$ cat config.mk
export PLATFORM = sky130hd
export DESIGN_NAME = lztd_ctrl
export DESIGN_NICKNAME = d
export VERILOG_FILES = /design/src/rtl/core/lztd_pkg.sv /design/src/rtl/core/lztd_ctrl.sv
export SDC_FILE = /design/constraint.sdc
export NUM_CORES = 1
export LEC_CHECK = 0
export ABC_AREA = 1
export BUFFER_PORTS_ARGS = -buffer_cell sky130_fd_sc_hd__buf_2
export CORE_AREA = 2 2 39 41
export CTS_CLUSTER_DIAMETER = 120
export DETAILED_ROUTE_END_ITERATION = 8
export DIE_AREA = 0 0 41 43
export PLACE_DENSITY = 0.49
export SLEW_MARGIN = 20
export SYNTH_ARGS = -nofsm -noshare
export SYNTH_HDL_FRONTEND = slang
export SYNTH_SLANG_ARGS = --single-unit
$ cat constraint.sdc
create_clock -name clk -period 2.6 [get_ports clk]
set_clock_uncertainty 0.05 [all_clocks]
set_input_delay 0.13 -clock clk [delete_from_list [all_inputs] [get_ports clk]]
set_output_delay 0.13 -clock clk [all_outputs]
set_load 0.005 [all_outputs]
$ cat src/rtl/core/lztd_pkg.sv
// ============================================================================
// lztd_pkg
// Shared constants and controller/datapath interface types for the LZ
// texture decoder.
// ============================================================================
`default_nettype none

package lztd_pkg;

  // Default history window in bytes
  localparam int WINDOW_DEF = 4096;

  // Field widths
  localparam int BYTE_W    = 8;
  localparam int DIST_W    = 13;
  localparam int LEN_W     = 20;
  localparam int COUNT_W   = 5;
  localparam int MODE_W    = 3;
  localparam int CFG_IDX_W = 3;
  localparam int TDATA_IN_W  = 8;
  localparam int TDATA_OUT_W = 32;

  // Number of copy modes with a distance register
  localparam int NUM_MODES = 7;

  // Saturation limit of the output length
  localparam logic [LEN_W-1:0] LEN_MAX = {LEN_W{1'b1}};

  // Control byte mode for literal runs and end marker
  localparam logic [MODE_W-1:0] MODE_LITERAL = 3'd0;

  // Commands from controller to datapath
  typedef struct packed {
    logic accept;     // take input word, restart on first byte
    logic set_lits;   // load literal run length from control byte
    logic set_end;    // mark stream ended (end marker)
    logic load_copy;  // load copy count and distance
    logic rd;         // read history for next copy byte
    logic emit_lit;   // emit latched byte as literal
    logic emit_copy;  // emit byte read from history
    logic emit_done;  // emit end-of-stream word
  } cmd_t;

  // Status from datapath to controller
  typedef struct packed {
    logic ended;      // stream already finished
    logic lits_pend;  // literal bytes still expected
    logic mode_zero;  // latched control byte has mode 0
    logic count_zero; // latched control byte has count 0
    logic last;       // latched byte is the final one
    logic cnt_last;   // current copy byte is the final one
    logic out_free;   // output register can take a word
  } sts_t;

endpackage : lztd_pkg

`default_nettype wire

$ cat src/rtl/core/lztd_ctrl.sv
// ============================================================================
// lztd_ctrl
// Sequencer for the LZ texture decoder: decodes each input word through
// the datapath, one result word at a time.
// ============================================================================
`default_nettype none

module lztd_ctrl (
  input  wire                 clk,
  input  wire                 rst,
  input  wire                 s_tvalid,
  output logic                s_tready,
  input  lztd_pkg::sts_t      sts,
  output lztd_pkg::cmd_t      cmd
);

  typedef enum logic [2:0] {
    ST_IDLE,
    ST_DECODE,
    ST_READ,
    ST_WRITE,
    ST_DONE
  } state_t;

  state_t state;
  state_t state_next;

  assign s_tready = (state == ST_IDLE);

  // Commands and next state
  always_comb begin
    cmd        = '0;
    state_next = state;
    case (state)
      ST_IDLE: begin
        if (s_tvalid) begin
          cmd.accept = 1'b1;
          state_next = ST_DECODE;
        end
      end
      ST_DECODE: begin
        if (sts.ended) begin
          state_next = ST_IDLE;
        end else if (sts.lits_pend) begin
          if (sts.out_free) begin
            cmd.emit_lit = 1'b1;
            state_next   = sts.last ? ST_DONE : ST_IDLE;
          end
        end else if (sts.mode_zero) begin
          if (sts.count_zero) begin
            cmd.set_end = 1'b1;
            state_next  = ST_DONE;
          end else begin
            cmd.set_lits = 1'b1;
            state_next   = sts.last ? ST_DONE : ST_IDLE;
          end
        end else if (sts.count_zero) begin
          state_next = sts.last ? ST_DONE : ST_IDLE;
        end else begin
          cmd.load_copy = 1'b1;
          state_next    = ST_READ;
        end
      end
      ST_READ: begin
        cmd.rd     = 1'b1;
        state_next = ST_WRITE;
      end
      ST_WRITE: begin
        if (sts.out_free) begin
          cmd.emit_copy = 1'b1;
          if (sts.cnt_last) begin
            state_next = sts.last ? ST_DONE : ST_IDLE;
          end else begin
            state_next = ST_READ;
          end
        end
      end
      ST_DONE: begin
        if (sts.out_free) begin
          cmd.emit_done = 1'b1;
          state_next    = ST_IDLE;
        end
      end
      default: begin
        state_next = ST_IDLE;
      end
    endcase
  end

  // Hold state
  always_ff @(posedge clk) begin
    if (rst) begin
      state <= ST_IDLE;
    end else begin
      state <= state_next;
    end
  end

endmodule : lztd_ctrl

`default_nettype wire

== Yosys cells after proc, flatten, opt, wreduce, memory -nomap -nowiden ==
Cells that the tools add are included.

* Register bits after elaboration: 3
* Input port bits: 10
* Logic and storage cells: 39

* Equal/unequal tests: 8
* Reductions and logical operators: 2
* Muxes and demuxes: 28

{| class="wikitable"
|+ Operators with widths
! operator !! count
|-
| 3-bit 2-to-1 mux || 14
|-
| 3-bit case mux with 5 select lines || 1
|-
| 1-bit 2-to-1 mux || 12
|-
| 3-bit by 2-bit equality test with 1-bit output (second input constant) || 2
|-
| 2-bit inequality test (second input constant) || 3
|-
| 4-bit inequality test (second input constant) || 1
|-
| 4-bit AND reduction || 1
|-
| 3-bit by 1-bit equality test with 1-bit output (second input constant) || 1
|-
| 3-bit equality test (second input constant) || 1
|-
| 3-bit zero test || 1
|-
| 2-bit 2-to-1 mux || 1
|}

== Logic depth before layout (Yosys ltp) ==
Gate-level depths: netlist (run 1).

* Word-level depth: 6
* Depth in mapped cells: 8
* Mapped depth without buffers: 8

== Least setup slack after synthesis (run 1) ==
No wires, ideal clock.

* Path kind: flip-flop to flip-flop
* Start point: register state[1]
* End point: register state[0]
* Setup slack: 1.573 ns
* Clock period less this slack: 1.027 ns
* Required time: 2.437 ns
* Arrival: 0.864 ns
* Library setup time: 0.113 ns
* Stages on the path, launching flop included: 6
* Cell sequence: dfxtp_1 > nand3_2 > a21oi_2 > nor2_4 > nor2_1 > nor2_1

* Longest elaborated chain between the ends: 3
* Elaborated cells on any way between the ends: 11

{| class="wikitable"
|+ RTL lines
! what !! RTL line !! RTL
|-
| start: declaration || lztd_ctrl.sv:25 || <nowiki>state_t state;</nowiki>
|-
| start signal: assignment || lztd_ctrl.sv:95 || <nowiki>state <= state_next;</nowiki>
|-
| 3-bit by 1-bit equality test with 1-bit output (tied with other cells) || lztd_ctrl.sv:34 || <nowiki>case (state)</nowiki>
|-
| 4-bit inequality test (no source line) / 2-bit inequality test (equally long branches) || -- ||
|-
| 4-bit AND reduction (no source line) || -- ||
|}

Parallel ways exist; a longest one is shown, timed or not.
A chain may end at the register's enable or synchronous reset.

==> metrics.yaml, run 1 <==
logic_synthesis:
  yosysTopAreaCellShare_pct: 17.2
  seq_area_frac_synth_pct: 17.2
  synth_area_per_cell_um2: 5.63
  syn_nets: 72
  yosys_warnings: 0
  netlist_area_um2: 349
  yosysTopAreaCell: "dfxtp_1"
  ys_ff_latch: 3
  synth_area_leaders: "dfxtp_1 17%, inv_1 14%, nand2_1 14%, nor2_1 12%, nand3_2 8.6%"
  synth_cell_type_count: 14
  syn_inst: 62
drt:
  vias: 420
  vias_per_cell: 4.20
  totalWireLength_um: 793
  antenna_left: 0
  post-route-drc-count: 0
  wl_per_cell_um: 7.93
  drt_pass1_iterations: 4
  drtIter0Drc: 7
worst_setup_path:
  end_kind: "output port"
  cp_slowest_stage_delay_ns: 0.42
  worstPathArrival_ns: 1.23
  critPathLaunchType: "register"
  path_class: "reg2out"
  cp.buffers_inverters: 2
  worstPathCellList: "nand2_1 -> nor2_4 -> inv_2 -> nor4_2 -> buf_2"
  required_ns: 2.42
  slowest_stage: "dfxtp_1"
  cp_top_family: "flip-flops"
  path_max_fanout: 5
layout:
  final_cell_area_um2: 485
  top_regs: "state x3"
  syn2layout_area_growth_pct: 39.1
  regArea_um2: 60.1
  diodes: 0
  largest_register_ff_count: 3
  final_cell_mix: "18 x buf_2, 13 x nand2_1, 13 x inv_1"
  final_common_cell: "buf_2"
  drive_gt1_share_pct: 40.5
  largest-register: "state"
  nets: 95
  multi_input_area_um2: 225
  fillCellCount: 168
place:
  dp_hpwl_um: 681
  place.port_buffers: 18
  place_congestion: 0.734
  dpl_cell_area_um2: 459
grt:
  grt_pass1_vias: 347
  grt_use_total_pct: 10.9
  grt-ovfl-total: 0
  antenna_found_initial: 0
  grt_max_degree: 7
  grt_pass1_wl_um: 1290
floorplan:
  fp.dieArea_mm2: 0.00176
  io_pins: 19
  initial_core_util_pct: 25.2
  fp.dieH_um: 43
  row_count: 14
  core_area_mm2: 0.00138
  die_w_um: 41
sta:
  max_slew_margin_pct: 85.6
  fin_crit_ns: 1.41
  rsz0062_at_grt: "no"
  worstMarginPinSlew_ns: 0.216
  fmax_ghz: 0.710
  fin_crit_sh_pct: 54.1
  final_max_slew_viol_count: 0
  timing.final.hold_violations: 0
  fin_setup_tns_ns: 0
  setup_viol: 0
power:
  leakage_nw: 0.299
  clockPowerShare_pct: 41.4
  p_int_w: 0.000132
  power.switching_w: 0.0000643
  p_seq_share_pct: 27.9
  combPwrFrac_pct: 30.8
  power_density_mw_per_mm2: 404
  vdd.ir_drop.worst_mv: 0.146
  switching_share_pct: 32.8
clock_network:
  cts_resized: 0
  cts_tree: "done"
  clock_path_buffers: 2
  cts.htree.levels: 1
  cts_buffers: 3
  cts-root-buf: "clkbuf_4"
  clock_latency_ns: 0.23
  clock_sinks: 3
  cts_hold_buffers: 0
  post_cts_buffers: 0
  worst_setup_hold_path_clk_slew_ns: 0.04
status:
  status: "finished clean"
job:
  maxCapViolCount: 0
min_path:
  hold_class: "in2reg"
[power by group through the flow]
stage               Combinational, W  Clock [W]  Sequential, W
CTS                        0.0000613  0.0000839      0.0000546
finish                     0.0000604  0.0000812      0.0000547
detailed placement         0.0000611          0      0.0000553
global route               0.0000699  0.0000871      0.0000551
floorplan                  0.0000408          0      0.0000543
global placement           0.0000616          0      0.0000555
[logic make-up after synthesis]
group | count (synthesis) | synth area share (%)
DFF | 3 | 17.2
and+or+nand+nor | 39 | 58.1
AOI/OAI and AO/OA | 3 | 6.45
buffers and inverters | 17 | 18.3
[synth_stat cells (all sizes together)]
cell type and count:
inv 17, nand2 14, nor2 13, nand3 8
a21oi 3, dfxtp 3, nor3 2, nand4 1
nor4 1
[metrics by stage]
stage               instances  hold slack, ns  setup slack (ns)  total power, W  util, %
finish                    100          0.0452              1.19        0.000196     35.1
global route              100          0.0387              1.09        0.000212     35.1
CTS                       100          0.0391              1.18        0.000200     35.1
detailed placement         96           0.283              1.43        0.000116     33.2
global placement           96           0.284              1.43        0.000117     33.2
floorplan                  62           0.142              1.57       0.0000951        -
[final timing paths]
kind,from,endpoint,slack (ns),depth (start not counted)
max,state[0],cmd[6],1.19,5
min,rst,state[2],0.05,2
max reg2reg,state[1],state[0],1.48,7
min reg2reg,state[0],state[0],0.51,2
[layer usage]
layer	up-vias	wire length, um	track usage, %
li1	230	-	-
met1	177	387	14.7
met2	11	354	14.1
met3	2	43	3.14
met4	0	8	8.00
met5	-	0	0
[layout make-up]
cell class,count,area share (%)
sequential,3,12.4
inverter,17,13.1
tap,16,4.12
clock buffer,4,5.41
timing repair buffer,18,18.6
multi-input combinational,42,46.4
Power figures use the tool's default switching activity.
==> run 2: changes to the inputs <==
--- a/config.mk
+++ b/config.mk
@@ -11,7 +11,7 @@
 export CTS_CLUSTER_DIAMETER = 120
 export DETAILED_ROUTE_END_ITERATION = 8
 export DIE_AREA = 0 0 41 43
-export PLACE_DENSITY = 0.49
+export PLACE_DENSITY = 0.51
 export SLEW_MARGIN = 20
 export SYNTH_ARGS = -nofsm -noshare
 export SYNTH_HDL_FRONTEND = slang
==> constraint.sdc (replaced) <==
create_clock -name clk -period 1.2 [get_ports clk]
set_clock_uncertainty 0.05 [all_clocks]
set_input_delay 0.06 -clock clk [delete_from_list [all_inputs] [get_ports clk]]
set_output_delay 0.06 -clock clk [all_outputs]
set_load 0.005 [all_outputs]
==> metrics.yaml, run 2 (synthesis results as in run 1) <==
min_path:
  hold_depth: 4  # +2
  hold_class: "in2reg"
clock_network:
  cts.htree.levels: 1  # unchanged
  cts_buffers: 3  # unchanged
  clock_sinks: 3  # unchanged
  cts_tree: "done"
  worst_setup_hold_path_clk_slew_ns: 0.04  # about the same
  clock_latency_ns: 0.23  # about the same
  clock_path_buffers: 2  # unchanged
  cts-root-buf: "clkbuf_4"
worst_setup_path:
  path_max_fanout: 3  # -2
  worstPathCellList: "inv_4 -> nand2_4 -> nor2_4 -> inv_2 -> nor4_2 -> buf_2"
  cp_slowest_stage_delay_ns: 0.35  # -0.07 ns
  worstPathArrival_ns: 1.12  # -0.11 ns
  reg2reg_depth: 8  # +1
  path_class: "reg2out"
  critPathLaunchType: "register"
  end_kind: "output port"
  slowest_stage: "dfxtp_4"
  required_ns: 1.09  # -1.33 ns
grt:
  grt_pass1_wl_um: 1410  # +9.1%
  grt_use_total_pct: 11.2  # +0.31 points
  use_met3_pct: 2.09  # -1.0 points
  use_met1_pct: 15.1  # +0.37 points
  antenna_found_initial: 0  # unchanged
  met2_usage_pct: 17.2  # +3.1 points
  grt_pass1_vias: 377  # +8.6%
  grt-ovfl-total: 0  # unchanged
  grt_max_degree: 6  # -1
  grt_busiest_layer: "met2"
status:
  violations: "setup timing"
  status: "complete, but fails checks"
layout:
  fillCellCount: 162  # -3.6%
  final_cell_mix: "18 x buf_2, 13 x inv_1, 11 x nand2_1"
  syn2layout_area_growth_pct: 58.1
  diodes: 0  # unchanged
  nets: 100  # +5.3%
  final_common_cell: "buf_2"
  largest-register: "state"
  post-route-util_pct: 39.9  # +4.8 points
  drive_gt1_share_pct: 49.4  # +9.0 points
  top_regs: "state x3"
  largest_register_ff_count: 3  # unchanged
sta:
  fin_crit_sh_pct: 102
  worstMarginPinSlew_ns: 0.180  # -0.0363 ns
  final_max_slew_viol_count: 0  # unchanged
  rsz0062_at_grt: "yes"
  max_slew_margin_pct: 87.9  # +2.3 points
  setup_ws_ns: -0.0279  # -1.22 ns
  fin_crit_ns: 1.23
  setup_viol: 2  # +2
  fmax_ghz: 0.814
  timing.final.hold_violations: 0  # unchanged
floorplan:
  core_area_mm2: 0.00138  # unchanged
  fp.dieH_um: 43  # unchanged
  fp.dieArea_mm2: 0.00176  # unchanged
  initial_core_util_pct: 25.2  # unchanged
  row_count: 14  # unchanged
  die_w_um: 41  # unchanged
  io_pins: 19  # unchanged
power:
  power_density_mw_per_mm2: 804  # +99%
  vdd.ir_drop.worst_mv: 0.381  # +160%
  leakage_nw: 0.328  # +9.6%
  total_power_w: 0.000444  # +130%
job:
  maxCapViolCount: 0  # unchanged
place:
  place_congestion: 0.757  # +3.2%
  dp_worst_setup_slack_ns: 0.0479  # -1.38 ns
  place.port_buffers: 18  # unchanged
  dp_hpwl_um: 719  # +5.5%
drt:
  totalWireLength_um: 872  # +10%
  wl_per_cell_um: 8.30  # +4.7%
  antenna_left: 0  # unchanged
  post-route-drc-count: 0  # unchanged
  drtIter0Drc: 6  # -1
  drt_pass1_iterations: 3  # -1
  vias_per_cell: 4.24  # +0.91%
  vias: 445  # +6.0%
-- run 2: timing repair --
action                     CTS  global route
buffers inserted             2             2
hold buffers                 1             0
hold endpoints to repair     2             0
resized for setup            7             4
setup endpoints to repair    7             6
pin swaps                    1             3
-- run 2: through the flow --
stage	cells	TNS [ns]	cell area (um2)	hold slack, ns
2_1_floorplan	62	0	349	0.0724
3_3_place_gp	96	0	459	0.211
3_5_place_dp	96	0	459	0.211
4_1_cts	103	-0.0893	524	0.143
5_1_grt	105	-0.301	552	0.172
6_report	105	-0.0372	552	0.144
-- run 2: final cells by class --
cell class	count	area, um2	share of cell area (%)
flip-flops and latches	3	71.3	12.9
multi-input cells	42	238	43.1
inverters	17	66.3	12.0
well taps	16	20.0	3.63
clock buffers	4	26.3	4.76
repair buffers	23	130	23.6
-- run 2: worst paths after layout --
| check | from | endpoint | slack [ns] |
|---|---|---|---|
| setup / recovery | state[2] | cmd[6] | -0.03 |
| hold / removal | sts[0] | state[1] | 0.14 |
| setup reg to reg | state[2] | state[0] | 0.04 |
| hold reg to reg | state[0] | state[0] | 0.49 |
-- run 2: critical path, delay by kind of cell, from the launching register on --
kind          cells  cell delay, ns
buf+inv           3            0.25
simple gates      3            0.28
flops             1            0.35
-- run 2: layer usage --
metal	share of wire (%)	wire (um)	up-vias
li1	-	-	244
met1	47	412	193
met2	48	418	8
met3	4.7	41	0
met4	0	0	0
met5	0	0	-
-- run 2: report_power, final --
part           internal [W]  switching (W)  total [W]
clock              0.000125      0.0000538   0.000179
combinational     0.0000634      0.0000823   0.000146
sequential         0.000106      0.0000136   0.000120
==> run 3: changes to the inputs <==
--- a/config.mk
+++ b/config.mk
@@ -11,7 +11,7 @@
 export CTS_CLUSTER_DIAMETER = 120
 export DETAILED_ROUTE_END_ITERATION = 8
 export DIE_AREA = 0 0 41 43
-export PLACE_DENSITY = 0.51
+export PLACE_DENSITY = 0.49
 export SLEW_MARGIN = 20
 export SYNTH_ARGS = -nofsm -noshare
 export SYNTH_HDL_FRONTEND = slang
==> constraint.sdc (replaced) <==
create_clock -name clk -period 1.6 [get_ports clk]
set_clock_uncertainty 0.05 [all_clocks]
set_input_delay 0.08 -clock clk [delete_from_list [all_inputs] [get_ports clk]]
set_output_delay 0.08 -clock clk [all_outputs]
set_load 0.005 [all_outputs]
==> metrics.yaml, run 3 (synthesis results as in run 1) <==
layout:
  syn2layout_area_growth_pct: 41.9
  top_regs: "state x3"
  final_cells: 101  # -3.8%
  final_common_cell: "buf_2"
  largest-register: "state"
  largest_register_ff_count: 3  # unchanged
  diodes: 0  # unchanged
  nets: 96  # -4.0%
  drive_gt1_share_pct: 40.0  # -9.4 points
  final_cell_area_um2: 495  # -10%
  final_cell_mix: "18 x buf_2, 13 x nand2_1, 13 x inv_1"
clock_network:
  cts-root-buf: "clkbuf_4"
  clock_sinks: 3  # unchanged
  clock_path_buffers: 2  # unchanged
  post_cts_buffers: 0  # -2
  cts_buffers: 3  # unchanged
  cts.htree.levels: 1  # unchanged
  clock_latency_ns: 0.22  # about the same
  cts_tree: "done"
  worst_setup_hold_path_clk_slew_ns: 0.04  # about the same
grt:
  grt-ovfl-total: 0  # unchanged
  grt_use_total_pct: 9.92  # -1.3 points
  grt_pass1_wl_um: 1270  # -9.8%
  antenna_found_initial: 0  # unchanged
  grt_pass1_vias: 347  # -8.0%
  grt_max_degree: 7  # +1
sta:
  hold_ws_ns: 0.187  # +0.0432 ns
  worstMarginPinSlew_ns: 0.216  # +0.0362 ns
  fmax_ghz: 0.736
  rsz0062_at_grt: "no"
  fin_setup_tns_ns: 0  # +0.0372 ns
  timing.final.hold_violations: 0  # unchanged
  max_slew_margin_pct: 85.6  # -2.3 points
  final_max_slew_viol_count: 0  # unchanged
  setup_viol: 0  # -2
  fin_crit_ns: 1.36
  fin_crit_sh_pct: 84.9
place:
  dpl_cell_area_um2: 459  # unchanged
  place.port_buffers: 18  # unchanged
  place_congestion: 0.715  # -5.6%
  dp_cells: 96  # unchanged
  dp_hpwl_um: 689  # -4.1%
floorplan:
  core_area_mm2: 0.00138  # unchanged
  row_count: 14  # unchanged
  fp.dieH_um: 43  # unchanged
  io_pins: 19  # unchanged
  initial_core_util_pct: 25.2  # unchanged
  fp.dieArea_mm2: 0.00176  # unchanged
  die_w_um: 41  # unchanged
worst_setup_path:
  required_ns: 1.47  # +0.38 ns
  r2r_slack_ns: 0.48  # +0.44 ns
  end_kind: "output port"
  path_class: "reg2out"
  path_max_fanout: 5  # +2
  worstPathArrival_ns: 1.23  # +0.11 ns
  critPathLaunchType: "register"
status:
  status: "finished clean"
drt:
  antenna_left: 0  # unchanged
  vias_per_cell: 4.37  # +3.0%
  post-route-drc-count: 0  # unchanged
  totalWireLength_um: 815  # -6.5%
  drt_pass1_iterations: 4  # +1
  drtIter0Drc: 6  # unchanged
  wl_per_cell_um: 8.07  # -2.8%
  vias: 441  # -0.90%
job:
  maxCapViolCount: 0  # unchanged
power:
  power_density_mw_per_mm2: 641  # -20%
  vdd.ir_drop.worst_mv: 0.316  # -17%
  leakage_nw: 0.303  # -7.5%
min_path:
  hold_class: "in2reg"
==> run 3: cell count changes in the layout (fill, tap and decap cells not counted) <==
cell     change
buf_4        -4
dfxtp_1      +3
dfxtp_4      -3
inv_2        +1
inv_4        -1
nand2_1      +2
nand2_2      -1
nand2_4      -1
nor2_1       +1
nor2_2       -1
==> run 3: final cells by class <==
cell class | count | area, um2
Tap cell | 16 | 20.0
Multi-Input combinational cell | 42 | 225
Clock buffer | 4 | 26.3
Timing Repair Buffer | 19 | 100
Sequential cell | 3 | 60.1
Inverter | 17 | 63.8
Fill cell | 165 | 888
==> run 3: critical path, cell delays in order (launching register included) <==
cell and delay, ns:
dfxtp_1 0.42, nand2_1 0.12, nor2_4 0.14, inv_2 0.05, nor4_2 0.12, buf_2 0.15
==> run 3: per-layer routing <==
layer | routed length (um) | global-route usage, % | part of all wire [%]
met5 | 0 | 0 | 0
met4 | 15 | 2.00 | 1.8
met3 | 47 | 1.57 | 5.8
met2 | 380 | 15.6 | 47
met1 | 371 | 13.7 | 46
==> run 3: final timing paths <==
kind / from / to / depth (start not counted)
max: state[0] / cmd[6] / 5
min: sts[1] / state[2] / 5
max reg2reg: state[0] / state[1] / 6
min reg2reg: state[0] / state[0] / 2
==> run 3: report_power, final <==
part	leakage [nW]	internal [W]	total, W	switching [W]
registers	0.0245	0.0000805	0.0000889	0.00000842
clock network	0.0150	0.0000932	0.000129	0.0000354
logic	0.264	0.0000420	0.0000999	0.0000579
total	0.303	0.000216	0.000318	0.000102
==> run 3: what timing repair did <==
item | 4_1_cts | 5_1_grt
hold buffers | 1 | 0
hold endpoints to repair | 1 | 0
gates resized for setup | 0 | 0
==> run 3: metrics by stage <==
stage	worst slack (ns)	utilization [%]	power [W]
4_1_cts	0.221	35.8	0.000322
5_1_grt	0.132	35.8	0.000347
3_3_place_gp	0.471	33.2	0.000190
2_1_floorplan	0.573	-	0.000154
6_report	0.241	35.8	0.000318
3_5_place_dp	0.461	33.2	0.000189
